<file path="config.mk">
export PLATFORM = sky130hd
export DESIGN_NAME = igdp_merge
export DESIGN_NICKNAME = d
export VERILOG_FILES = /design/src/sv/igdp_pkg.sv /design/src/sv/igdp_merge.sv
export SDC_FILE = /design/constraint.sdc
export NUM_CORES = 1
export LEC_CHECK = 0
export BUFFER_PORTS_ARGS = -buffer_cell sky130_fd_sc_hd__buf_2
export CAP_MARGIN = 20
export CORE_MARGIN = 2
export CORE_UTILIZATION = 45
export DETAILED_ROUTE_END_ITERATION = 8
export PLACE_DENSITY_LB_ADDON = 0.15
export SETUP_SLACK_MARGIN = 0.15
export SLEW_MARGIN = 15
export SYNTH_ARGS = -nofsm -noshare
export SYNTH_HDL_FRONTEND = slang
export SYNTH_SLANG_ARGS = --single-unit
</file>
<file path="constraint.sdc">
create_clock -name clk_i -period 5.3 [get_ports clk_i]
set_clock_uncertainty 0.2 [all_clocks]
set_input_delay 1.06 -clock clk_i [delete_from_list [all_inputs] [get_ports clk_i]]
set_output_delay 1.06 -clock clk_i [all_outputs]
set_load 0.05 [all_outputs]
</file>
<file path="src/sv/igdp_pkg.sv">
`timescale 1ns / 1ps
// Shared types, constants and fp32 arithmetic functions for the int4 group dot product.
// Depends on nothing; every other file of the block uses it by scoped names.
package igdp_pkg;

  localparam int LANES            = 16;
  localparam int MAX_ROW_LENGTH   = 16384;
  localparam int MAX_GROUP_LENGTH = 256;

  localparam int CFG_W     = 32;
  localparam int CFG_IDX_W = 2;
  localparam int GLEN_W    = 9;
  localparam int RLEN_W    = 15;
  localparam int FP_W      = 32;
  localparam int HF_W      = 16;
  localparam int WQ_W      = 4;
  localparam int ACT_W     = 8;
  localparam int PROD_W    = 12;
  localparam int LSUM_W    = 16;
  localparam int ASUM_W    = 12;
  localparam int DOT_W     = 20;
  localparam int XS_W      = 17;
  localparam int POS_W     = 10;  // chunk index within a row
  localparam int GCH_W     = 5;   // chunks per group, 1..16
  localparam int IG_W      = 4;   // chunk index within a group
  localparam int MOD_CNT_W = 4;

  localparam logic [WQ_W-1:0] NIB_MASK     = 4'hF;
  localparam logic [FP_W-1:0] FP_NEG_EIGHT = 32'hC100_0000;
  localparam logic [FP_W-1:0] FP_QNAN      = 32'h7FC0_0000;
  localparam logic [FP_W-1:0] FP_POS_ZERO  = 32'h0000_0000;

  typedef enum logic [CFG_IDX_W-1:0] {
    CFG_GROUP_LENGTH = 2'd0,
    CFG_ROW_LENGTH   = 2'd1,
    CFG_ACT_SCALE    = 2'd2
  } cfg_idx_e;

  typedef enum logic {
    FP_MUL = 1'b0,
    FP_ADD = 1'b1
  } fp_op_e;

  typedef enum logic [3:0] {
    ST_IDLE,
    ST_MOD,
    ST_MERGE,
    ST_SCALE,
    ST_ZERO,
    ST_CMUL,
    ST_TDOT,
    ST_TSUM,
    ST_DIFF,
    ST_ACC,
    ST_WB
  } state_e;

  typedef struct packed {
    logic             start;
    logic [POS_W-1:0] dividend;
    logic [GCH_W-1:0] divisor;
  } mod_req_t;

  typedef struct packed {
    logic            busy;
    logic            done;
    logic [IG_W-1:0] rem;
  } mod_rsp_t;

  typedef struct packed {
    logic add;
    logic clear;
  } grp_ctl_t;

  function automatic logic [5:0] lzc49(input logic [48:0] v);
    logic [5:0] n;
    logic       found;
    n     = 6'd49;
    found = 1'b0;
    for (int i = 48; i >= 0; i--) begin
      if (!found && v[i]) begin
        n     = 6'(48 - i);
        found = 1'b1;
      end
    end
    return n;
  endfunction

  // Exact fp16 to fp32 widening.
  function automatic logic [FP_W-1:0] fp16_to_fp32(input logic [HF_W-1:0] h);
    logic [4:0]  ex;
    logic [9:0]  man;
    logic [3:0]  p;
    logic [3:0]  k;
    logic [10:0] mn;
    logic [FP_W-1:0] r;
    ex  = h[14:10];
    man = h[9:0];
    p   = 4'd0;
    for (int i = 0; i < 10; i++) begin
      if (man[i]) p = 4'(i);
    end
    k  = 4'd10 - p;
    mn = {1'b0, man} << k;
    if (ex == 5'd0) begin
      if (man == 10'd0) r = {h[15], 31'd0};
      else r = {h[15], 8'd113 - {4'd0, k}, mn[9:0], 13'd0};
    end else if (ex == 5'h1F) begin
      r = {h[15], 8'hFF, man, 13'd0};
    end else begin
      r = {h[15], {3'd0, ex} + 8'd112, man, 13'd0};
    end
    return r;
  endfunction

  // Exact conversion of a small signed integer.
  function automatic logic [FP_W-1:0] int_to_fp32(input logic signed [DOT_W-1:0] v);
    logic [DOT_W-1:0] mag;
    logic [4:0]       p;
    logic [23:0]      m;
    logic [FP_W-1:0]  r;
    mag = v[DOT_W-1] ? (~v + 1'b1) : v;
    p   = 5'd0;
    for (int i = 0; i < DOT_W; i++) begin
      if (mag[i]) p = 5'(i);
    end
    m = {4'd0, mag} << (5'd23 - p);
    if (mag == '0) r = FP_POS_ZERO;
    else r = {v[DOT_W-1], 8'd127 + {3'd0, p}, m[22:0]};
    return r;
  endfunction

  // Round to nearest even and pack. pn has its leading one at bit 47.
  function automatic logic [FP_W-1:0] fp_round_pack(input logic s, input logic signed [11:0] e,
                                                    input logic [47:0] pn, input logic st_in);
    logic signed [11:0] tmp;
    logic [7:0]  sh;
    logic [47:0] sv;
    logic        lost;
    logic [23:0] sig;
    logic        g;
    logic        st;
    logic        up;
    logic [24:0] sig_r;
    logic [7:0]  ee;
    logic [32:0] res;
    logic [FP_W-1:0] r;
    if (e >= 12'sd1) begin
      tmp  = e - 12'sd1;
      ee   = tmp[7:0];
      sv   = pn;
      lost = 1'b0;
    end else begin
      tmp  = 12'sd1 - e;
      sh   = tmp[7:0];
      sv   = pn >> sh;
      lost = |(pn & ~({48{1'b1}} << sh));
      ee   = 8'd0;
    end
    sig   = sv[47:24];
    g     = sv[23];
    st    = (|sv[22:0]) | lost | st_in;
    up    = g & (st | sig[0]);
    sig_r = {1'b0, sig} + {24'd0, up};
    res   = {2'b0, ee, 23'd0} + {8'd0, sig_r};
    if (e >= 12'sd255 || res >= 33'h0_7F80_0000) r = {s, 8'hFF, 23'd0};
    else r = {s, res[30:0]};
    return r;
  endfunction

  function automatic logic [FP_W-1:0] fp_mul(input logic [FP_W-1:0] a, input logic [FP_W-1:0] b);
    logic [7:0]  ea;
    logic [7:0]  eb;
    logic [23:0] ma;
    logic [23:0] mb;
    logic        a_nan, b_nan, a_inf, b_inf, a_zero, b_zero, sr;
    logic [47:0] p;
    logic [48:0] pw;
    logic [5:0]  lz;
    logic signed [11:0] e;
    logic [FP_W-1:0] r;
    a_nan  = (a[30:23] == 8'hFF) && (a[22:0] != '0);
    b_nan  = (b[30:23] == 8'hFF) && (b[22:0] != '0);
    a_inf  = (a[30:23] == 8'hFF) && (a[22:0] == '0);
    b_inf  = (b[30:23] == 8'hFF) && (b[22:0] == '0);
    a_zero = a[30:0] == '0;
    b_zero = b[30:0] == '0;
    sr     = a[31] ^ b[31];
    ea     = (a[30:23] == 8'd0) ? 8'd1 : a[30:23];
    eb     = (b[30:23] == 8'd0) ? 8'd1 : b[30:23];
    ma     = {a[30:23] != 8'd0, a[22:0]};
    mb     = {b[30:23] != 8'd0, b[22:0]};
    p      = ma * mb;
    lz     = lzc49({p, 1'b0});
    pw     = {p, 1'b0} << lz;
    e      = $signed({4'd0, ea}) + $signed({4'd0, eb}) - 12'sd126 - $signed({6'd0, lz});
    if (a_nan || b_nan || (a_inf && b_zero) || (b_inf && a_zero)) r = FP_QNAN;
    else if (a_inf || b_inf) r = {sr, 8'hFF, 23'd0};
    else if (a_zero || b_zero) r = {sr, 31'd0};
    else r = fp_round_pack(sr, e, pw[48:1], 1'b0);
    return r;
  endfunction

  function automatic logic [FP_W-1:0] fp_add(input logic [FP_W-1:0] a, input logic [FP_W-1:0] b);
    logic        a_nan, b_nan, a_inf, b_inf, a_zero, b_zero, swap;
    logic [FP_W-1:0] lg;
    logic [FP_W-1:0] sm;
    logic [7:0]  el;
    logic [7:0]  es;
    logic [7:0]  d;
    logic [48:0] xl;
    logic [48:0] xf;
    logic [48:0] xs;
    logic [48:0] s;
    logic [48:0] sn;
    logic [5:0]  lz;
    logic signed [11:0] e;
    logic [FP_W-1:0] r;
    a_nan  = (a[30:23] == 8'hFF) && (a[22:0] != '0);
    b_nan  = (b[30:23] == 8'hFF) && (b[22:0] != '0);
    a_inf  = (a[30:23] == 8'hFF) && (a[22:0] == '0);
    b_inf  = (b[30:23] == 8'hFF) && (b[22:0] == '0);
    a_zero = a[30:0] == '0;
    b_zero = b[30:0] == '0;
    swap   = a[30:0] < b[30:0];
    lg     = swap ? b : a;
    sm     = swap ? a : b;
    el     = (lg[30:23] == 8'd0) ? 8'd1 : lg[30:23];
    es     = (sm[30:23] == 8'd0) ? 8'd1 : sm[30:23];
    d      = el - es;
    xl     = {1'b0, lg[30:23] != 8'd0, lg[22:0], 24'd0};
    xf     = {1'b0, sm[30:23] != 8'd0, sm[22:0], 24'd0};
    xs     = xf >> d;
    xs[0]  = xs[0] | (|(xf & ~({49{1'b1}} << d)));
    s      = (a[31] ^ b[31]) ? (xl - xs) : (xl + xs);
    lz     = lzc49(s);
    sn     = s << lz;
    e      = $signed({4'd0, el}) + 12'sd1 - $signed({6'd0, lz});
    if (a_nan || b_nan || (a_inf && b_inf && (a[31] != b[31]))) r = FP_QNAN;
    else if (a_inf) r = a;
    else if (b_inf) r = b;
    else if (a_zero && b_zero) r = {a[31] & b[31], 31'd0};
    else if (a_zero) r = b;
    else if (b_zero) r = a;
    else if (s == '0) r = FP_POS_ZERO;
    else r = fp_round_pack(lg[31], e, sn[48:1], sn[0]);
    return r;
  endfunction

endpackage

</file>
<file path="src/sv/igdp_merge.sv">
`timescale 1ns / 1ps
// Merge stage: adds the lane results into the group integer accumulators.
// Depends on igdp_pkg.
module igdp_merge (
  input  logic                                clk_i,
  input  logic                                rst_ni,
  input  igdp_pkg::grp_ctl_t                  ctl_i,
  input  logic signed [igdp_pkg::PROD_W-1:0]  prod_i [igdp_pkg::LANES],
  input  logic signed [igdp_pkg::ACT_W-1:0]   act_i  [igdp_pkg::LANES],
  output logic signed [igdp_pkg::DOT_W-1:0]   dot_o,
  output logic signed [igdp_pkg::XS_W-1:0]    sum_o
);

  logic signed [igdp_pkg::LSUM_W-1:0] psum;
  logic signed [igdp_pkg::ASUM_W-1:0] asum;
  logic signed [igdp_pkg::DOT_W-1:0]  dot_d, dot_q;
  logic signed [igdp_pkg::XS_W-1:0]   sum_d, sum_q;

  always_comb begin
    psum = '0;
    asum = '0;
    for (int i = 0; i < igdp_pkg::LANES; i++) begin
      psum = psum + igdp_pkg::LSUM_W'(prod_i[i]);
      asum = asum + igdp_pkg::ASUM_W'(act_i[i]);
    end
    dot_d = dot_q;
    sum_d = sum_q;
    if (ctl_i.clear) begin
      dot_d = '0;
      sum_d = '0;
    end else if (ctl_i.add) begin
      dot_d = dot_q + igdp_pkg::DOT_W'(psum);
      sum_d = sum_q + igdp_pkg::XS_W'(asum);
    end
  end

  always_ff @(posedge clk_i or negedge rst_ni) begin
    if (!rst_ni) begin
      dot_q <= '0;
      sum_q <= '0;
    end else begin
      dot_q <= dot_d;
      sum_q <= sum_d;
    end
  end

  assign dot_o = dot_q;
  assign sum_o = sum_q;

endmodule

</file>
==> flow_summary.ini <==
[logic_synthesis]
synth_top_area_share_pct = 55.35
synth_area_um2 = 12880
syn_inst = 1351
syn_avg_cell_area_um2 = 9.531
syn_nets = 2084
synth_edf_count = 0
ys_seq_elements = 37
yosysUniqueCellTypes = 60
synth.area.top_cells = fa_1 (55%), inv_1 (18%), dfrtp_1 (7.2%), ha_1 (5.2%), xnor2_1 (1.3%)
ys_seq_area_share_pct = 7.191
async_reset_ff_share_pct = 100.0
yosysWarnings = 0
ys.flop_type = dfrtp_1
yosysTopAreaCell = fa_1

[cts]
cts-root-buf = clkbuf_16
cts.path.max_buffers = 2
postCtsHoldBufs = 0
clk_pin_slew_ns = 0.06
cts_buffers = 5
cts_max_level = 2
cts_tree = yes
insertion_delay_ns = 0.28
cts.sink_count = 37

[timing]
fin_crit_sh_pct = 115.7
clock.fmax_mhz = 163.0
whs_ns = 0.3565
setup_viol = 28
slew_headroom_pct = 39.21
rsz0062_at_grt = true
final-max-slew-violation-count = 0
tightest_slew_ns = 0.9118
worst_slack_ns = -0.8333
finalCriticalPeriod_ns = 6.133
hold_viol = 0

[finish]
fill_cells = 2505
final-seq-area_um2 = 925.9
area_growth_pct = 30.41
layout-drive-gt1-share_pct = 33.28
antenna_cells = 0
final_util_pct = 59.95
multi_input_area_um2 = 10100
fin_nets = 2544

[critical_path]
critPathBufInv = 5
path_cells = buf_6 -> fa_1 -> fa_1 -> inv_1 -> fa_1 -> inv_2 -> fa_1 -> inv_1 -> fa_1 -> fa_1 -> inv_2 -> ha_4 -> fa_2 -> a211oi_4 -> or2_4 -> a21o_4 -> a21oi_2 -> or4_1 -> o311ai_1
r2r_slack_ns = 0.55
crit_slowest_cell = fa_1
worstSetupPathType = in2reg
cpMostUsedCell = fa_1
critical_path_depth = 19
critPathMaxFanout = 3
ff2ff_path_depth = 16
end_kind = register
cp-start-kind = input port
crit_family = adder cells
critical_path.max_stage_delay_ns = 0.55
arrival_ns = 6.09
required_ns = 5.26

[place]
gp_congestion = 0.8290
io_buffers = 360
hpwl_um = 24900

[detailed_routing]
first_iter_violations = 200
vias_per_cell = 4.434
first_pass_iters = 4
num_vias = 9710
antenna_left = 0
wire_per_inst_um = 12.43
drc = 0
routed_wl_um = 27220

[global_routing]
grt_pass1_wl_um = 49100
grt_max_degree = 57
grt.overflow.total = 0
grt_pass1_vias = 10960
grt_usage_pct = 19.59
antenna_found_initial = 0

[min_path]
min_path_type = reg2reg
hold_path_depth = 2

[floorplan]
ios = 361
design.core.area_um2 = 28010
rows = 61
die-area_um2 = 29980
initial_utilization_pct = 45.97
die_y_um = 173.2
die_x_um = 173.2

[status]
violations = setup timing
status = finished, violations left

[run]
drv_cap = 0
[tightest hold or removal path: stages (launching register included)]
cell and delay, ns:
dfrtp_1 0.36, mux2i_1 0.08, nor2_1 0.08
[path summary, 6_finish.rpt]
check	startpoint	endpoint
worst max-delay path	act_i[90]	sum_o[14]
max in group asynchronous	rst_ni	dot_o[5]
worst max register to register	dot_o[2]	dot_o[14]
worst min-delay path	dot_o[1]	dot_o[1]
worst min register to register	dot_o[1]	dot_o[1]
min in group asynchronous	rst_ni	sum_o[13]
[placed cells by master (no fill, tap or decap), types with 10 or more instances in the layout]
cell,count
ha_4,16
inv_1,577
ha_1,36
inv_2,41
fa_1,346
nand2_1,18
buf_2,345
buf_4,92
fa_2,10
xnor2_1,18
nor2_1,37
buf_6,30
a21oi_1,11
mux2i_1,15
dfrtp_1,37
[timing repair]
action                                  CTS  global route
gates resized for setup                  46            67
endpoints found under the setup margin   31            31
pin swaps                                36            55
buffers inserted                          8            10
[logic make-up (layout without fill, tap and decap cells)]
logic type                 Yosys count  after routing  share of synthesized area (%)
buffers and inverters              639           1100                          18.65
adders and majority gates          409            409                          60.50
and+or+nand+nor                    124            124                          5.072
AOI/OAI and AO/OA                  102            102                          5.704
DFF                                 37             37                          7.191
xor gates and xnor gates            24             24                          1.632
muxes                               16             16                          1.253
[through the flow]
step / cell area [um^2] / TNS (ns) / setup WS (ns) / instances
2_1_floorplan: 13210 / -12.02 / -0.7717 / 1351
3_3_place_gp: 16090 / -24.17 / -1.153 / 2164
3_5_place_dp: 16090 / -24.89 / -1.241 / 2164
4_1_cts: 16450 / -15.35 / -0.8942 / 2180
5_1_grt: 16790 / -21.40 / -1.025 / 2190
6_report: 16790 / -16.13 / -0.8333 / 2190
[layout make-up]
cell class / instances / area share, %
Clock buffer: 6 / 0.7675
Tap cell: 378 / 2.817
Multi-Input combinational cell: 675 / 60.16
Inverter: 624 / 14.19
Clock inverter: 2 / 0.05961
Sequential cell: 37 / 5.514
Timing Repair Buffer: 468 / 16.50
[cells in the mapped netlist (11+ instances only)]
| library cell | count |
|---|---|
| inv_1 | 624 |
| fa_1 | 356 |
| ha_1 | 53 |
| dfrtp_1 | 37 |
| nor2_1 | 37 |
| a21oi_1 | 19 |
| nand2_1 | 19 |
| xnor2_1 | 19 |
| mux2i_1 | 15 |
| o21ai_0 | 14 |
| a211oi_1 | 12 |
| clkbuf_1 | 11 |
| nand3_1 | 11 |
[routing by layer]
| metal | wire, um | share of wire (%) | track usage, % | up-vias |
|---|---|---|---|---|
| li1 | - | - | - | 4641 |
| met1 | 10630 | 39 | 25.41 | 4856 |
| met2 | 15240 | 56 | 36.38 | 189 |
| met3 | 1027 | 3.8 | 2.221 | 24 |
| met4 | 318 | 1.2 | 2.189 | 0 |
| met5 | 0 | 0 | 0 | - |
[registers in the layout, indices dropped and copies added, names as in the netlist]
signal  flops
dot_o      20
sum_o      17
Power is not shown: default switching activity piles up to over one toggle a cycle in this logic, so the estimate is an artifact.
