**config.mk**
```make
export PLATFORM = sky130hd
export DESIGN_NAME = igdp_mod
export DESIGN_NICKNAME = d
export VERILOG_FILES = /design/src/sv/igdp_pkg.sv /design/src/sv/igdp_mod.sv
export SDC_FILE = /design/constraint.sdc
export NUM_CORES = 1
export LEC_CHECK = 0
export ABC_AREA = 1
export CAP_MARGIN = 20
export CORE_MARGIN = 3
export CORE_UTILIZATION = 50
export DETAILED_ROUTE_END_ITERATION = 10
export DONT_BUFFER_PORTS = 1
export GPL_ROUTABILITY_DRIVEN = 0
export PLACE_DENSITY_LB_ADDON = 0.15
export SKIP_CTS_REPAIR_TIMING = 1
export SLEW_MARGIN = 10
export SYNTH_ARGS = -nofsm -noshare
export SYNTH_HDL_FRONTEND = slang
export SYNTH_SLANG_ARGS = --single-unit
```
**constraint.sdc**
```tcl
create_clock -name clk_i -period 4.3 [get_ports clk_i]
set_clock_uncertainty 0.05 [all_clocks]
set_input_delay 0.645 -clock clk_i [delete_from_list [all_inputs] [get_ports clk_i]]
set_output_delay 0.645 -clock clk_i [all_outputs]
set_load 0.02 [all_outputs]
```
**src/sv/igdp_pkg.sv**
```systemverilog
`timescale 1ns / 1ps
// Shared types, constants and fp32 arithmetic functions for the int4 group dot product.
// Depends on nothing; every other file of the block uses it by scoped names.
package igdp_pkg;

  localparam int LANES            = 16;
  localparam int MAX_ROW_LENGTH   = 16384;
  localparam int MAX_GROUP_LENGTH = 256;

  localparam int CFG_W     = 32;
  localparam int CFG_IDX_W = 2;
  localparam int GLEN_W    = 9;
  localparam int RLEN_W    = 15;
  localparam int FP_W      = 32;
  localparam int HF_W      = 16;
  localparam int WQ_W      = 4;
  localparam int ACT_W     = 8;
  localparam int PROD_W    = 12;
  localparam int LSUM_W    = 16;
  localparam int ASUM_W    = 12;
  localparam int DOT_W     = 20;
  localparam int XS_W      = 17;
  localparam int POS_W     = 10;  // chunk index within a row
  localparam int GCH_W     = 5;   // chunks per group, 1..16
  localparam int IG_W      = 4;   // chunk index within a group
  localparam int MOD_CNT_W = 4;

  localparam logic [WQ_W-1:0] NIB_MASK     = 4'hF;
  localparam logic [FP_W-1:0] FP_NEG_EIGHT = 32'hC100_0000;
  localparam logic [FP_W-1:0] FP_QNAN      = 32'h7FC0_0000;
  localparam logic [FP_W-1:0] FP_POS_ZERO  = 32'h0000_0000;

  typedef enum logic [CFG_IDX_W-1:0] {
    CFG_GROUP_LENGTH = 2'd0,
    CFG_ROW_LENGTH   = 2'd1,
    CFG_ACT_SCALE    = 2'd2
  } cfg_idx_e;

  typedef enum logic {
    FP_MUL = 1'b0,
    FP_ADD = 1'b1
  } fp_op_e;

  typedef enum logic [3:0] {
    ST_IDLE,
    ST_MOD,
    ST_MERGE,
    ST_SCALE,
    ST_ZERO,
    ST_CMUL,
    ST_TDOT,
    ST_TSUM,
    ST_DIFF,
    ST_ACC,
    ST_WB
  } state_e;

  typedef struct packed {
    logic             start;
    logic [POS_W-1:0] dividend;
    logic [GCH_W-1:0] divisor;
  } mod_req_t;

  typedef struct packed {
    logic            busy;
    logic            done;
    logic [IG_W-1:0] rem;
  } mod_rsp_t;

  typedef struct packed {
    logic add;
    logic clear;
  } grp_ctl_t;

  function automatic logic [5:0] lzc49(input logic [48:0] v);
    logic [5:0] n;
    logic       found;
    n     = 6'd49;
    found = 1'b0;
    for (int i = 48; i >= 0; i--) begin
      if (!found && v[i]) begin
        n     = 6'(48 - i);
        found = 1'b1;
      end
    end
    return n;
  endfunction

  // Exact fp16 to fp32 widening.
  function automatic logic [FP_W-1:0] fp16_to_fp32(input logic [HF_W-1:0] h);
    logic [4:0]  ex;
    logic [9:0]  man;
    logic [3:0]  p;
    logic [3:0]  k;
    logic [10:0] mn;
    logic [FP_W-1:0] r;
    ex  = h[14:10];
    man = h[9:0];
    p   = 4'd0;
    for (int i = 0; i < 10; i++) begin
      if (man[i]) p = 4'(i);
    end
    k  = 4'd10 - p;
    mn = {1'b0, man} << k;
    if (ex == 5'd0) begin
      if (man == 10'd0) r = {h[15], 31'd0};
      else r = {h[15], 8'd113 - {4'd0, k}, mn[9:0], 13'd0};
    end else if (ex == 5'h1F) begin
      r = {h[15], 8'hFF, man, 13'd0};
    end else begin
      r = {h[15], {3'd0, ex} + 8'd112, man, 13'd0};
    end
    return r;
  endfunction

  // Exact conversion of a small signed integer.
  function automatic logic [FP_W-1:0] int_to_fp32(input logic signed [DOT_W-1:0] v);
    logic [DOT_W-1:0] mag;
    logic [4:0]       p;
    logic [23:0]      m;
    logic [FP_W-1:0]  r;
    mag = v[DOT_W-1] ? (~v + 1'b1) : v;
    p   = 5'd0;
    for (int i = 0; i < DOT_W; i++) begin
      if (mag[i]) p = 5'(i);
    end
    m = {4'd0, mag} << (5'd23 - p);
    if (mag == '0) r = FP_POS_ZERO;
    else r = {v[DOT_W-1], 8'd127 + {3'd0, p}, m[22:0]};
    return r;
  endfunction

  // Round to nearest even and pack. pn has its leading one at bit 47.
  function automatic logic [FP_W-1:0] fp_round_pack(input logic s, input logic signed [11:0] e,
                                                    input logic [47:0] pn, input logic st_in);
    logic signed [11:0] tmp;
    logic [7:0]  sh;
    logic [47:0] sv;
    logic        lost;
    logic [23:0] sig;
    logic        g;
    logic        st;
    logic        up;
    logic [24:0] sig_r;
    logic [7:0]  ee;
    logic [32:0] res;
    logic [FP_W-1:0] r;
    if (e >= 12'sd1) begin
      tmp  = e - 12'sd1;
      ee   = tmp[7:0];
      sv   = pn;
      lost = 1'b0;
    end else begin
      tmp  = 12'sd1 - e;
      sh   = tmp[7:0];
      sv   = pn >> sh;
      lost = |(pn & ~({48{1'b1}} << sh));
      ee   = 8'd0;
    end
    sig   = sv[47:24];
    g     = sv[23];
    st    = (|sv[22:0]) | lost | st_in;
    up    = g & (st | sig[0]);
    sig_r = {1'b0, sig} + {24'd0, up};
    res   = {2'b0, ee, 23'd0} + {8'd0, sig_r};
    if (e >= 12'sd255 || res >= 33'h0_7F80_0000) r = {s, 8'hFF, 23'd0};
    else r = {s, res[30:0]};
    return r;
  endfunction

  function automatic logic [FP_W-1:0] fp_mul(input logic [FP_W-1:0] a, input logic [FP_W-1:0] b);
    logic [7:0]  ea;
    logic [7:0]  eb;
    logic [23:0] ma;
    logic [23:0] mb;
    logic        a_nan, b_nan, a_inf, b_inf, a_zero, b_zero, sr;
    logic [47:0] p;
    logic [48:0] pw;
    logic [5:0]  lz;
    logic signed [11:0] e;
    logic [FP_W-1:0] r;
    a_nan  = (a[30:23] == 8'hFF) && (a[22:0] != '0);
    b_nan  = (b[30:23] == 8'hFF) && (b[22:0] != '0);
    a_inf  = (a[30:23] == 8'hFF) && (a[22:0] == '0);
    b_inf  = (b[30:23] == 8'hFF) && (b[22:0] == '0);
    a_zero = a[30:0] == '0;
    b_zero = b[30:0] == '0;
    sr     = a[31] ^ b[31];
    ea     = (a[30:23] == 8'd0) ? 8'd1 : a[30:23];
    eb     = (b[30:23] == 8'd0) ? 8'd1 : b[30:23];
    ma     = {a[30:23] != 8'd0, a[22:0]};
    mb     = {b[30:23] != 8'd0, b[22:0]};
    p      = ma * mb;
    lz     = lzc49({p, 1'b0});
    pw     = {p, 1'b0} << lz;
    e      = $signed({4'd0, ea}) + $signed({4'd0, eb}) - 12'sd126 - $signed({6'd0, lz});
    if (a_nan || b_nan || (a_inf && b_zero) || (b_inf && a_zero)) r = FP_QNAN;
    else if (a_inf || b_inf) r = {sr, 8'hFF, 23'd0};
    else if (a_zero || b_zero) r = {sr, 31'd0};
    else r = fp_round_pack(sr, e, pw[48:1], 1'b0);
    return r;
  endfunction

  function automatic logic [FP_W-1:0] fp_add(input logic [FP_W-1:0] a, input logic [FP_W-1:0] b);
    logic        a_nan, b_nan, a_inf, b_inf, a_zero, b_zero, swap;
    logic [FP_W-1:0] lg;
    logic [FP_W-1:0] sm;
    logic [7:0]  el;
    logic [7:0]  es;
    logic [7:0]  d;
    logic [48:0] xl;
    logic [48:0] xf;
    logic [48:0] xs;
    logic [48:0] s;
    logic [48:0] sn;
    logic [5:0]  lz;
    logic signed [11:0] e;
    logic [FP_W-1:0] r;
    a_nan  = (a[30:23] == 8'hFF) && (a[22:0] != '0);
    b_nan  = (b[30:23] == 8'hFF) && (b[22:0] != '0);
    a_inf  = (a[30:23] == 8'hFF) && (a[22:0] == '0);
    b_inf  = (b[30:23] == 8'hFF) && (b[22:0] == '0);
    a_zero = a[30:0] == '0;
    b_zero = b[30:0] == '0;
    swap   = a[30:0] < b[30:0];
    lg     = swap ? b : a;
    sm     = swap ? a : b;
    el     = (lg[30:23] == 8'd0) ? 8'd1 : lg[30:23];
    es     = (sm[30:23] == 8'd0) ? 8'd1 : sm[30:23];
    d      = el - es;
    xl     = {1'b0, lg[30:23] != 8'd0, lg[22:0], 24'd0};
    xf     = {1'b0, sm[30:23] != 8'd0, sm[22:0], 24'd0};
    xs     = xf >> d;
    xs[0]  = xs[0] | (|(xf & ~({49{1'b1}} << d)));
    s      = (a[31] ^ b[31]) ? (xl - xs) : (xl + xs);
    lz     = lzc49(s);
    sn     = s << lz;
    e      = $signed({4'd0, el}) + 12'sd1 - $signed({6'd0, lz});
    if (a_nan || b_nan || (a_inf && b_inf && (a[31] != b[31]))) r = FP_QNAN;
    else if (a_inf) r = a;
    else if (b_inf) r = b;
    else if (a_zero && b_zero) r = {a[31] & b[31], 31'd0};
    else if (a_zero) r = b;
    else if (b_zero) r = a;
    else if (s == '0) r = FP_POS_ZERO;
    else r = fp_round_pack(lg[31], e, sn[48:1], sn[0]);
    return r;
  endfunction

endpackage

```
**src/sv/igdp_mod.sv**
```systemverilog
`timescale 1ns / 1ps
// Restoring remainder unit, one quotient bit per cycle: chunk index mod chunks per group.
// Depends on igdp_pkg.
module igdp_mod (
  input  logic                clk_i,
  input  logic                rst_ni,
  input  igdp_pkg::mod_req_t  req_i,
  output igdp_pkg::mod_rsp_t  rsp_o
);

  logic                              busy_q, busy_d, done_q, done_d;
  logic [igdp_pkg::MOD_CNT_W-1:0]    cnt_q, cnt_d;
  logic [igdp_pkg::POS_W-1:0]        div_q, div_d;
  logic [igdp_pkg::GCH_W-1:0]        dvs_q, dvs_d;
  logic [igdp_pkg::GCH_W-1:0]        rem_q, rem_d;
  logic [igdp_pkg::GCH_W:0]          trial;

  always_comb begin
    busy_d = busy_q;
    done_d = 1'b0;
    cnt_d  = cnt_q;
    div_d  = div_q;
    dvs_d  = dvs_q;
    rem_d  = rem_q;
    trial  = {rem_q, div_q[igdp_pkg::POS_W-1]};
    if (req_i.start) begin
      busy_d = 1'b1;
      cnt_d  = igdp_pkg::MOD_CNT_W'(igdp_pkg::POS_W - 1);
      div_d  = req_i.dividend;
      dvs_d  = req_i.divisor;
      rem_d  = '0;
    end else if (busy_q) begin
      if (trial >= {1'b0, dvs_q}) trial = trial - {1'b0, dvs_q};
      rem_d = trial[igdp_pkg::GCH_W-1:0];
      div_d = div_q << 1;
      if (cnt_q == '0) begin
        busy_d = 1'b0;
        done_d = 1'b1;
      end else begin
        cnt_d = cnt_q - 1'b1;
      end
    end
  end

  always_ff @(posedge clk_i or negedge rst_ni) begin
    if (!rst_ni) begin
      busy_q <= 1'b0;
      done_q <= 1'b0;
      cnt_q  <= '0;
    end else begin
      busy_q <= busy_d;
      done_q <= done_d;
      cnt_q  <= cnt_d;
    end
  end

  always_ff @(posedge clk_i) begin
    div_q <= div_d;
    dvs_q <= dvs_d;
    rem_q <= rem_d;
  end

  assign rsp_o.busy = busy_q;
  assign rsp_o.done = done_q;
  assign rsp_o.rem  = rem_q[igdp_pkg::IG_W-1:0];

endmodule

```
==> flow_summary_export.csv <==
group,metric,value,unit
yosys,yosys_register_bits,26,
yosys,yosysUniqueCellTypes,23,
worst_setup_path,arrival,1.99,ns
yosys,syn_nets,187,
timing,setup_tns,0,ns
yosys,netlist_instances,161,
detailed_routing,routed_via_density,5.06,
clock_network,clk_path_buf_depth,2,
yosys,synth-edff-count,15,
final_layout,antennaDiodeCount,0,
place,hpwlAfterDp,1710,um
yosys,post_synth_most_frequent_cells,"nand2_1 (60), inv_1 (21), nand3_1 (17)",
worst_setup_path,crit_path_start_kind,"flip-flop",
yosys,synthXorXnorAreaFrac,0.632,%
clock_network,cts_buffers,3,
timing,maximum_frequency_from_static_timing_analysis,561,MHz
place,standard_cell_area_after_detailed_placement,1370,um2
floorplan,dieArea,3440,um2
yosys,synth_top_area_share,32.5,%
clock_network,clk_transition_reported_paths,0.13,ns
grt,antenna_found_initial,0,
worst_setup_path,cp_data_required_time,4.51,ns
floorplan,initial_utilization,54.4,%
clock_network,worstSkewPairLatency,0.31,ns
yosys,synth-async-reset-ratio,23.1,%
clock_network,cts_tree,"done",
final_layout,flow.area_growth_from_synthesis,1.54,%
final_layout,final_layout_size_suffix_gt1_share,8.23,%
yosys,netlist_area,1390,um2
detailed_routing,route.final.wire_length,2170,um
timing,final_hold_viol_count,0,
yosys,synth-seq-area-share,50.6,%
clock_network,cts.sinks,26,
yosys,synth_top_family_by_area,"simple AND/OR/NAND/NOR gates",
floorplan,ios,24,
timing,min_period_over_period,41.5,%
worst_setup_path,timing.critical_path.fanout_max,6,
yosys,synthesized_area_per_cell,8.60,um2
timing,slew_violations,0,
place,post-place-cells,183,
grt,pin_count_of_the_biggest_net_entering_global_routing,19,
timing,final_number_of_setup_violating_endpoints,0,
timing,setup_repair_after_global_routing_missed_its_margin,"false",
pwr,pwr_density_cell,562,nW/um2
yosys,post-synth-top-count-cell,"nand2_1",
yosys,yosys.area.top_type,"edfxtp_1",
worst_setup_path,crit_path_end_kind,"flip-flop",
yosys,synth_adder_area_share,7.77,%
clock_network,cts_root_buffer,"clkbuf_4",
yosys,ys_warn_count,0,
yosys,synth_simple_gate_area_share,27.3,%
floorplan,die-height,58.6,um
grt,first_global_vias,940,
pwr,max-vdd-ir-drop,0.343,mV
pwr,leakagePower,0.716,nW
place,buffer_ports.inserted,0,
job,maxCapViolCount,0,
final_layout,stdcell_area,1410,um2
worst_setup_path,worstSetupPathType,"flip-flop to flip-flop",
yosys,synthTopCellsByArea,"edfxtp_1 (33%), nand2_1 (16%), dfrtp_1 (11%), dfxtp_1 (7.2%), ha_1 (6.3%)",
detailed_routing,drt-wirelength-per-cell,11.5,um
yosys,synth_top_flop_cell,"edfxtp_1",
detailed_routing,final_antenna_net_count,0,
detailed_routing,drt_iter0_drc,12,
yosys,synth.mux.area_fraction,0,%
floorplan,core.rowCount,18,
pwr,pwr_total,0.791,mW
timing,final_period_minus_worst_setup_slack,1.78,ns
grt,grt_remaining_overflow,0,
final_layout,final_cell_count_no_fill,188,
floorplan,chipWidth,58.6,um
grt,grt_pass1_wl,3900,um
timing,worstMarginPinSlew,0.370,ns
hold_path,holdCritPathClass,"primary input to flip-flop",
detailed_routing,drt-pass1-iter-count,4,
detailed_routing,vias,951,
detailed_routing,drt_drc_violations_left,0,
final_layout,nets,185,
yosys,synth-compound-area-share,3.43,%
clock_network,htree_num_levels,1,
floorplan,floorplan.core_area,2540,um2
grt,grt_usage,14.8,%
timing,maxSlewHeadroom,75.3,%
status,status,"completed",
-- area by class of cell --
class	instances	area, um2
Clock inverter	1	3.75
Inverter	24	90.1
Clock buffer	3	22.5
Tap cell	30	37.5
Multi-Input combinational cell	103	542
Fill cell	265	1140
Sequential cell	26	701
Timing Repair Buffer	1	10.0
-- power by group --
group | internal [mW] | leakage [nW] | total [mW] | switching [mW]
Combinational | 0.123 | 0.430 | 0.301 | 0.178
Sequential | 0.328 | 0.271 | 0.389 | 0.0612
Clock | 0.0339 | 0.0154 | 0.101 | 0.0668
-- flip-flops by register name, indices dropped and copies added, names as in the netlist --
signal / flops
done_q: 1
div_q: 10
busy_q: 1
cnt_q: 4
rem_q: 5
dvs_q: 5
-- metal layers --
| layer | global-route usage (%) | vias to the layer above | routed length, um |
|---|---|---|---|
| met3 | 1.97 | 6 | 73 |
| met5 | 0 | - | 0 |
| met4 | 6.80 | 0 | 49 |
| met1 | 17.1 | 431 | 953 |
| met2 | 26.8 | 19 | 1090 |
| li1 | - | 495 | - |
-- placed cells by master (no fill, tap or decap), drive strengths merged --
cell type,netlist,routed
a21oi,3,3
nand3b,1,1
inv,24,24
clkinv,0,1
edfxtp,15,15
clkbuf,2,3
o22ai,1,1
o21ai,3,3
dfrtp,6,6
nor2,5,5
dlygate4sd3,0,1
or2,2,2
dfxtp,5,5
xnor2,1,1
nand4,1,1
fa,1,1
nand2,61,61
nand3,17,17
ha,7,7
-- metrics by stage --
step	util, %	setup slack, ns	hold slack (ns)
6_report	55.3	2.52	0.362
5_1_grt	55.3	2.36	0.331
4_1_cts	54.9	2.52	-0.0528
3_5_place_dp	53.8	2.55	0.300
3_3_place_gp	53.8	2.60	0.300
2_1_floorplan	-	2.68	0.299
-- critical path, cell delays in order (launching register included) --
cell,delay [ns]
edfxtp_1,0.39
inv_1,0.08
ha_1,0.14
inv_1,0.05
fa_1,0.42
inv_1,0.07
nand2_1,0.06
nand3b_2,0.16
nand2_4,0.09
nand2_1,0.08
nand3_1,0.06
nand2_1,0.07
-- final timing paths --
| check | from | to | slack (ns) | depth (start not counted) |
|---|---|---|---|---|
| worst max-delay path | div_q[9]$_DFFE_PP_ | rem_q[1]$_SDFFE_PP0P_ | 2.52 | 11 |
| worst min-delay path | req_i[0] | dvs_q[0]$_DFFE_PP_ | 0.36 | 0 |
| worst max register to register | div_q[9]$_DFFE_PP_ | rem_q[1]$_SDFFE_PP0P_ | 2.52 | 11 |
| worst min register to register | rem_q[4]$_SDFFE_PP0P_ | rem_q[4]$_SDFFE_PP0P_ | 0.43 | 2 |
| max in group asynchronous | rst_ni | cnt_q[3]$_DFFE_PN0P_ | 3.42 | 1 |
| min in group asynchronous | rst_ni | busy_q$_DFF_PN0_ | 0.58 | 1 |
-- logic make-up after synthesis --
group	after synthesis
simple gates	87
flops	26
fa+ha+maj	8
xor+xnor	1
compound gates	7
buf+inv	32
Note: power is estimated with default switching activity, not from simulation.
