--- config.mk ---
export PLATFORM = sky130hd
export DESIGN_NAME = igdp_lane
export DESIGN_NICKNAME = d
export VERILOG_FILES = /design/src/sv/igdp_pkg.sv /design/src/sv/igdp_lane.sv
export SDC_FILE = /design/constraint.sdc
export NUM_CORES = 1
export LEC_CHECK = 0
export BUFFER_PORTS_ARGS = -buffer_cell sky130_fd_sc_hd__buf_2
export CAP_MARGIN = 20
export CORE_ASPECT_RATIO = 1.1
export CORE_MARGIN = 2
export CORE_UTILIZATION = 45
export CTS_CLUSTER_SIZE = 10
export DETAILED_ROUTE_END_ITERATION = 10
export PLACE_DENSITY = 0.71
export SLEW_MARGIN = 20
export SYNTH_ARGS = -nofsm -noshare
export SYNTH_HDL_FRONTEND = slang
export SYNTH_SLANG_ARGS = --single-unit
--- constraint.sdc ---
create_clock -name clk_i -period 13.7 [get_ports clk_i]
set_clock_uncertainty 0.15 [all_clocks]
set_input_delay 2.74 -clock clk_i [delete_from_list [all_inputs] [get_ports clk_i]]
set_output_delay 2.74 -clock clk_i [all_outputs]
set_load 0.05 [all_outputs]
--- src/sv/igdp_pkg.sv ---
`timescale 1ns / 1ps
// Shared types, constants and fp32 arithmetic functions for the int4 group dot product.
// Depends on nothing; every other file of the block uses it by scoped names.
package igdp_pkg;

  localparam int LANES            = 16;
  localparam int MAX_ROW_LENGTH   = 16384;
  localparam int MAX_GROUP_LENGTH = 256;

  localparam int CFG_W     = 32;
  localparam int CFG_IDX_W = 2;
  localparam int GLEN_W    = 9;
  localparam int RLEN_W    = 15;
  localparam int FP_W      = 32;
  localparam int HF_W      = 16;
  localparam int WQ_W      = 4;
  localparam int ACT_W     = 8;
  localparam int PROD_W    = 12;
  localparam int LSUM_W    = 16;
  localparam int ASUM_W    = 12;
  localparam int DOT_W     = 20;
  localparam int XS_W      = 17;
  localparam int POS_W     = 10;  // chunk index within a row
  localparam int GCH_W     = 5;   // chunks per group, 1..16
  localparam int IG_W      = 4;   // chunk index within a group
  localparam int MOD_CNT_W = 4;

  localparam logic [WQ_W-1:0] NIB_MASK     = 4'hF;
  localparam logic [FP_W-1:0] FP_NEG_EIGHT = 32'hC100_0000;
  localparam logic [FP_W-1:0] FP_QNAN      = 32'h7FC0_0000;
  localparam logic [FP_W-1:0] FP_POS_ZERO  = 32'h0000_0000;

  typedef enum logic [CFG_IDX_W-1:0] {
    CFG_GROUP_LENGTH = 2'd0,
    CFG_ROW_LENGTH   = 2'd1,
    CFG_ACT_SCALE    = 2'd2
  } cfg_idx_e;

  typedef enum logic {
    FP_MUL = 1'b0,
    FP_ADD = 1'b1
  } fp_op_e;

  typedef enum logic [3:0] {
    ST_IDLE,
    ST_MOD,
    ST_MERGE,
    ST_SCALE,
    ST_ZERO,
    ST_CMUL,
    ST_TDOT,
    ST_TSUM,
    ST_DIFF,
    ST_ACC,
    ST_WB
  } state_e;

  typedef struct packed {
    logic             start;
    logic [POS_W-1:0] dividend;
    logic [GCH_W-1:0] divisor;
  } mod_req_t;

  typedef struct packed {
    logic            busy;
    logic            done;
    logic [IG_W-1:0] rem;
  } mod_rsp_t;

  typedef struct packed {
    logic add;
    logic clear;
  } grp_ctl_t;

  function automatic logic [5:0] lzc49(input logic [48:0] v);
    logic [5:0] n;
    logic       found;
    n     = 6'd49;
    found = 1'b0;
    for (int i = 48; i >= 0; i--) begin
      if (!found && v[i]) begin
        n     = 6'(48 - i);
        found = 1'b1;
      end
    end
    return n;
  endfunction

  // Exact fp16 to fp32 widening.
  function automatic logic [FP_W-1:0] fp16_to_fp32(input logic [HF_W-1:0] h);
    logic [4:0]  ex;
    logic [9:0]  man;
    logic [3:0]  p;
    logic [3:0]  k;
    logic [10:0] mn;
    logic [FP_W-1:0] r;
    ex  = h[14:10];
    man = h[9:0];
    p   = 4'd0;
    for (int i = 0; i < 10; i++) begin
      if (man[i]) p = 4'(i);
    end
    k  = 4'd10 - p;
    mn = {1'b0, man} << k;
    if (ex == 5'd0) begin
      if (man == 10'd0) r = {h[15], 31'd0};
      else r = {h[15], 8'd113 - {4'd0, k}, mn[9:0], 13'd0};
    end else if (ex == 5'h1F) begin
      r = {h[15], 8'hFF, man, 13'd0};
    end else begin
      r = {h[15], {3'd0, ex} + 8'd112, man, 13'd0};
    end
    return r;
  endfunction

  // Exact conversion of a small signed integer.
  function automatic logic [FP_W-1:0] int_to_fp32(input logic signed [DOT_W-1:0] v);
    logic [DOT_W-1:0] mag;
    logic [4:0]       p;
    logic [23:0]      m;
    logic [FP_W-1:0]  r;
    mag = v[DOT_W-1] ? (~v + 1'b1) : v;
    p   = 5'd0;
    for (int i = 0; i < DOT_W; i++) begin
      if (mag[i]) p = 5'(i);
    end
    m = {4'd0, mag} << (5'd23 - p);
    if (mag == '0) r = FP_POS_ZERO;
    else r = {v[DOT_W-1], 8'd127 + {3'd0, p}, m[22:0]};
    return r;
  endfunction

  // Round to nearest even and pack. pn has its leading one at bit 47.
  function automatic logic [FP_W-1:0] fp_round_pack(input logic s, input logic signed [11:0] e,
                                                    input logic [47:0] pn, input logic st_in);
    logic signed [11:0] tmp;
    logic [7:0]  sh;
    logic [47:0] sv;
    logic        lost;
    logic [23:0] sig;
    logic        g;
    logic        st;
    logic        up;
    logic [24:0] sig_r;
    logic [7:0]  ee;
    logic [32:0] res;
    logic [FP_W-1:0] r;
    if (e >= 12'sd1) begin
      tmp  = e - 12'sd1;
      ee   = tmp[7:0];
      sv   = pn;
      lost = 1'b0;
    end else begin
      tmp  = 12'sd1 - e;
      sh   = tmp[7:0];
      sv   = pn >> sh;
      lost = |(pn & ~({48{1'b1}} << sh));
      ee   = 8'd0;
    end
    sig   = sv[47:24];
    g     = sv[23];
    st    = (|sv[22:0]) | lost | st_in;
    up    = g & (st | sig[0]);
    sig_r = {1'b0, sig} + {24'd0, up};
    res   = {2'b0, ee, 23'd0} + {8'd0, sig_r};
    if (e >= 12'sd255 || res >= 33'h0_7F80_0000) r = {s, 8'hFF, 23'd0};
    else r = {s, res[30:0]};
    return r;
  endfunction

  function automatic logic [FP_W-1:0] fp_mul(input logic [FP_W-1:0] a, input logic [FP_W-1:0] b);
    logic [7:0]  ea;
    logic [7:0]  eb;
    logic [23:0] ma;
    logic [23:0] mb;
    logic        a_nan, b_nan, a_inf, b_inf, a_zero, b_zero, sr;
    logic [47:0] p;
    logic [48:0] pw;
    logic [5:0]  lz;
    logic signed [11:0] e;
    logic [FP_W-1:0] r;
    a_nan  = (a[30:23] == 8'hFF) && (a[22:0] != '0);
    b_nan  = (b[30:23] == 8'hFF) && (b[22:0] != '0);
    a_inf  = (a[30:23] == 8'hFF) && (a[22:0] == '0);
    b_inf  = (b[30:23] == 8'hFF) && (b[22:0] == '0);
    a_zero = a[30:0] == '0;
    b_zero = b[30:0] == '0;
    sr     = a[31] ^ b[31];
    ea     = (a[30:23] == 8'd0) ? 8'd1 : a[30:23];
    eb     = (b[30:23] == 8'd0) ? 8'd1 : b[30:23];
    ma     = {a[30:23] != 8'd0, a[22:0]};
    mb     = {b[30:23] != 8'd0, b[22:0]};
    p      = ma * mb;
    lz     = lzc49({p, 1'b0});
    pw     = {p, 1'b0} << lz;
    e      = $signed({4'd0, ea}) + $signed({4'd0, eb}) - 12'sd126 - $signed({6'd0, lz});
    if (a_nan || b_nan || (a_inf && b_zero) || (b_inf && a_zero)) r = FP_QNAN;
    else if (a_inf || b_inf) r = {sr, 8'hFF, 23'd0};
    else if (a_zero || b_zero) r = {sr, 31'd0};
    else r = fp_round_pack(sr, e, pw[48:1], 1'b0);
    return r;
  endfunction

  function automatic logic [FP_W-1:0] fp_add(input logic [FP_W-1:0] a, input logic [FP_W-1:0] b);
    logic        a_nan, b_nan, a_inf, b_inf, a_zero, b_zero, swap;
    logic [FP_W-1:0] lg;
    logic [FP_W-1:0] sm;
    logic [7:0]  el;
    logic [7:0]  es;
    logic [7:0]  d;
    logic [48:0] xl;
    logic [48:0] xf;
    logic [48:0] xs;
    logic [48:0] s;
    logic [48:0] sn;
    logic [5:0]  lz;
    logic signed [11:0] e;
    logic [FP_W-1:0] r;
    a_nan  = (a[30:23] == 8'hFF) && (a[22:0] != '0);
    b_nan  = (b[30:23] == 8'hFF) && (b[22:0] != '0);
    a_inf  = (a[30:23] == 8'hFF) && (a[22:0] == '0);
    b_inf  = (b[30:23] == 8'hFF) && (b[22:0] == '0);
    a_zero = a[30:0] == '0;
    b_zero = b[30:0] == '0;
    swap   = a[30:0] < b[30:0];
    lg     = swap ? b : a;
    sm     = swap ? a : b;
    el     = (lg[30:23] == 8'd0) ? 8'd1 : lg[30:23];
    es     = (sm[30:23] == 8'd0) ? 8'd1 : sm[30:23];
    d      = el - es;
    xl     = {1'b0, lg[30:23] != 8'd0, lg[22:0], 24'd0};
    xf     = {1'b0, sm[30:23] != 8'd0, sm[22:0], 24'd0};
    xs     = xf >> d;
    xs[0]  = xs[0] | (|(xf & ~({49{1'b1}} << d)));
    s      = (a[31] ^ b[31]) ? (xl - xs) : (xl + xs);
    lz     = lzc49(s);
    sn     = s << lz;
    e      = $signed({4'd0, el}) + 12'sd1 - $signed({6'd0, lz});
    if (a_nan || b_nan || (a_inf && b_inf && (a[31] != b[31]))) r = FP_QNAN;
    else if (a_inf) r = a;
    else if (b_inf) r = b;
    else if (a_zero && b_zero) r = {a[31] & b[31], 31'd0};
    else if (a_zero) r = b;
    else if (b_zero) r = a;
    else if (s == '0) r = FP_POS_ZERO;
    else r = fp_round_pack(lg[31], e, sn[48:1], sn[0]);
    return r;
  endfunction

endpackage

--- src/sv/igdp_lane.sv ---
`timescale 1ns / 1ps
// One multiply lane: weight nibble minus eight times an int8 activation.
// Depends on igdp_pkg.
module igdp_lane (
  input  logic                                 clk_i,
  input  logic                                 load_i,
  input  logic                                 en_i,
  input  logic [igdp_pkg::WQ_W-1:0]            nibble_i,
  input  logic [igdp_pkg::ACT_W-1:0]           act_i,
  output logic signed [igdp_pkg::PROD_W-1:0]   prod_o,
  output logic signed [igdp_pkg::ACT_W-1:0]    act_o
);

  logic [igdp_pkg::WQ_W-1:0]          q;
  logic signed [igdp_pkg::PROD_W-1:0] wq_ext;
  logic signed [igdp_pkg::PROD_W-1:0] x_ext;
  logic signed [igdp_pkg::PROD_W-1:0] prod_d;
  logic signed [igdp_pkg::PROD_W-1:0] prod_q;
  logic signed [igdp_pkg::ACT_W-1:0]  act_d;
  logic signed [igdp_pkg::ACT_W-1:0]  act_q;

  // q - 8 is the nibble with its top bit flipped, read as signed.
  always_comb begin
    q      = nibble_i & igdp_pkg::NIB_MASK;
    wq_ext = {{(igdp_pkg::PROD_W-igdp_pkg::WQ_W){~q[3]}}, ~q[3], q[2:0]};
    x_ext  = {{(igdp_pkg::PROD_W-igdp_pkg::ACT_W){act_i[7]}}, act_i};
    prod_d = en_i ? (wq_ext * x_ext) : '0;
    act_d  = en_i ? act_i : '0;
  end

  always_ff @(posedge clk_i) begin
    if (load_i) begin
      prod_q <= prod_d;
      act_q  <= act_d;
    end
  end

  assign prod_o = prod_q;
  assign act_o  = act_q;

endmodule

==> flow_results.org <==
** Synthesis
- Of the synthesized area, sequential elements account for between 30% and 40%.
- Number of warnings printed during yosys synthesis :: 0
- Seq cells post-synth :: 20
- Synthesized Nets :: approximately 220
- Number of distinct library cell variants in the gate-level netlist after synthesis :: 27
- In this run the cell area of the synthesized design comes to ~1800 um2.
- Synthesis produced approximately 170 cells.
- Mean area per synthesized cell :: around 11 um2

** Layout
- The library cell used most frequently in the layout, excluding fill and tap cells, is buf_2.
- Commonest cells after routing, fill and taps aside :: buf_2 (34), and2_1 (26), inv_1 (24)
- The number of antenna diodes in the final layout is 0.
- At the end of the flow the core is filled with cells to a little over half.
- Final net count :: around 260
- Share of layout cells above drive strength 1 :: approximately 22%
- Synth-to-Final Area Change :: 15.08%
- Counting the fill cells in the layout gives 363.

** Detailed routing
- After detailed routing, the average wire length per cell comes to roughly 12 um.
- Routed WL :: approximately 3000 um
- Detail Route Antenna Nets :: 0
- Overall via count from detail_route :: around 1200
- In the routed design, unresolved DRC markers number 0.
- After detailed routing, the number of vias per cell comes to a little under 5.
- The first routing iteration left 55 violations.
- The first detailed-routing pass ran for 4 iterations.

** Worst setup path
- Number of buffer and inverter instances along the worst setup path :: 2
- Traced cell by cell, the critical path runs through buf_2, or2_2, fa_1, fa_1, fa_1, inv_1, ha_1, fa_1, a21o_1, a221oi_2, o21ai_1, xnor2_1, and2_1.
- Along the worst path, the maximum fanout reaches 9.
- In this design, the stage delay of the slowest critical-path cell is 0.54 ns.
- Crit path kind :: in2reg
- The worst setup path is captured at a flip-flop.
- The worst setup path is launched from an input port.
- Slowest stage cell on the critical path :: fa_1
- Grouping stages by cell kind, the critical path spends the most delay in adder cells.
- Most numerous cell on the critical path :: fa_1
- Data on the critical path is required at its endpoint by about 14 ns.
- Arrival time worst endpoint :: between 6 and 7 ns

** Global route
- Antenna violations before repair :: 0
- The number of global-route vias before repair is approximately 1200.
- Largest net degree at the start of global routing :: 26
- First-pass GRT wire length :: about 5500 um
- Total gr overflow :: 0
- GRT Util Overall :: between 15 and 20%

** Power and ir drop
- Worst supply voltage drop on vdd :: around 44 uV
- Cell area power density :: roughly 120 nW/um2
- Summed over all cells, the static leakage comes to just under 1 nW.

** Floorplan
- Die Height :: 70.50 um
- 35 I/O pins were placed.
- The initial utilization of the core area, before any placement, comes to between 40% and 50%.
- The floorplan step defined a die boundary enclosing ~4500 um2.
- Die W :: between 60 and 70 um
- After floorplanning, the core was sized to cover around 4000 um2.
- Row Count :: 24

** Hold path
- The worst hold path was traced through 2 stages.
- Worst Hold Class :: in2reg
- The worst hold path terminates at act_o[0]$_SDFFCE_PN0P_.
- Critical hold path startpoint :: act_i[0]

** Place
- Summed over all nets, the half-perimeter wirelength after detailed placement is ~2500 um.
- The congestion estimate from routability-driven global placement came to 0.8105.
- Quantity of I/O buffers inserted on ports :: 34

** Clocking
- Number of hold buffers added after cts :: 0
- Clock-pin slew was measured on the worst setup and hold paths at 0.07 ns.
- CTS placed an instance of clkbuf_8 at the clock tree root.
- Once the clock tree was built, the setup fixing pass inserted 0 buffers.
- Num CTS Buffers :: 3
- CTS built an H-tree with a depth of 1.
- Clock tree synthesis found a total of 20 sinks.
- Number of gates resized after cts :: 0
- TritonCTS built the clock tree.
- Maximum clock insertion buffer count :: 2

** STA
- Measured against its own limit, the worst slew margin works out to roughly 70%.
- The number of failing hold endpoints at the final stage is 0.
- Transition at the pin with the smallest max-transition slack :: around 0.45 ns
- Clock period minus worst slack :: around 6.5 ns
- Final period util :: between 40% and 50%
- Setup repair after global routing left no endpoint under its margin.
- Total setup violations reported at the end of the flow :: 0
- Final Max Slew Viols :: 0
- Summed negative setup slack over all endpoints :: 0 ns
- Based on the critical path, the design can be clocked at up to approximately 150 MHz.

** Outcome
- The flow ran to the end, and the final reports show no timing, DRC or antenna violations.

** Job
- Number of max-cap violations :: 0
flip-flops by register name, indices dropped and copies added, names as in the netlist:
register	cells
prod_o	12
act_o	8
final cells by class:
| type | count | area, um2 | share of cell area, % |
|---|---|---|---|
| inverter | 24 | 90.09 | 4.327 |
| clock inverter | 1 | 3.754 | 0.1803 |
| timing repair buffer | 34 | 170.2 | 8.173 |
| multi-input combinational | 120 | 1111 | 53.37 |
| clock buffer | 3 | 41.29 | 1.983 |
| tap | 52 | 65.06 | 3.125 |
| sequential | 20 | 600.6 | 28.85 |
logic make-up after synthesis:
group	after synthesis	share of synthesized area (%)
simple gates	59	18.05
fa+ha+maj	37	33.06
buf+inv	26	5.395
flops	20	33.20
compound gates	14	5.324
xor+xnor	9	4.357
mux	1	0.6224
report_power, final:
group / leakage [nW] / internal, W / switching [W]
logic: 0.775 / 0.0000487 / 0.0000834
clock network: 0.0231 / 0.0000200 / 0.0000191
registers: 0.193 / 0.0000797 / 0.00000175
total: 0.991 / 0.000148 / 0.000104
layer usage:
| layer | vias to the layer above | global-route usage (%) | wire [um] | share of wire [%] |
|---|---|---|---|---|
| li1 | 616 | - | - | - |
| met1 | 603 | 19.41 | 1306 | 42 |
| met2 | 24 | 26.04 | 1607 | 52 |
| met3 | 4 | 1.932 | 107 | 3.5 |
| met4 | 0 | 6.383 | 57 | 1.9 |
| met5 | - | 0 | 0 | 0 |
worst max-delay path by stage:
stage	slack (ns)	end	from	depth (start not counted)
2_1_floorplan	7.26	prod_o[11]$_SDFFCE_PN0P_	nibble_i[3]	12
3_3_place_gp	7.00	prod_o[11]$_SDFFCE_PN0P_	nibble_i[3]	13
3_5_place_dp	6.88	prod_o[11]$_SDFFCE_PN0P_	nibble_i[3]	13
4_1_cts	7.13	prod_o[11]$_SDFFCE_PN0P_	nibble_i[3]	13
5_1_grt	6.99	prod_o[11]$_SDFFCE_PN0P_	nibble_i[3]	13
6_report	7.16	prod_o[11]$_SDFFCE_PN0P_	nibble_i[3]	13
Yosys cell counts:
library cell,number,area share [%]
a221oi_2,1,0.83
nand4b_1,1,0.48
edfxtp_1,20,33
nor4b_1,1,0.48
xor2_1,1,0.48
nand3_1,1,0.28
o211ai_1,2,0.83
fa_1,18,20
nand3b_1,2,0.83
inv_1,24,5.0
mux2_2,1,0.62
o21ai_1,1,0.28
o21ai_0,1,0.28
a21oi_1,4,1.1
clkbuf_1,2,0.42
and3_2,1,0.42
a31oi_1,1,0.35
nand2_1,16,3.3
nor2_1,4,0.83
and2_1,26,9.0
o21bai_1,1,0.42
a21o_1,3,1.2
or2_2,5,1.7
and3_1,1,0.35
nand4_1,1,0.35
ha_1,19,13
xnor2_1,8,3.9
stage by stage:
| step | instances | total power, W | worst slack (ns) | hold slack, ns | area [um2] |
|---|---|---|---|---|---|
| after floorplan | 166 | 0.0001877 | 7.259 | 2.703 | 1809 |
| final | 254 | 0.0002527 | 7.156 | 2.672 | 2082 |
| after global routing | 254 | 0.0002725 | 6.986 | 2.683 | 2082 |
| after detailed placement | 250 | 0.0002156 | 6.879 | 2.930 | 2037 |
| after global placement | 250 | 0.0002131 | 7.003 | 2.939 | 2037 |
| after CTS | 254 | 0.0002553 | 7.135 | 2.663 | 2082 |
Note: power is estimated with default switching activity, not from simulation.
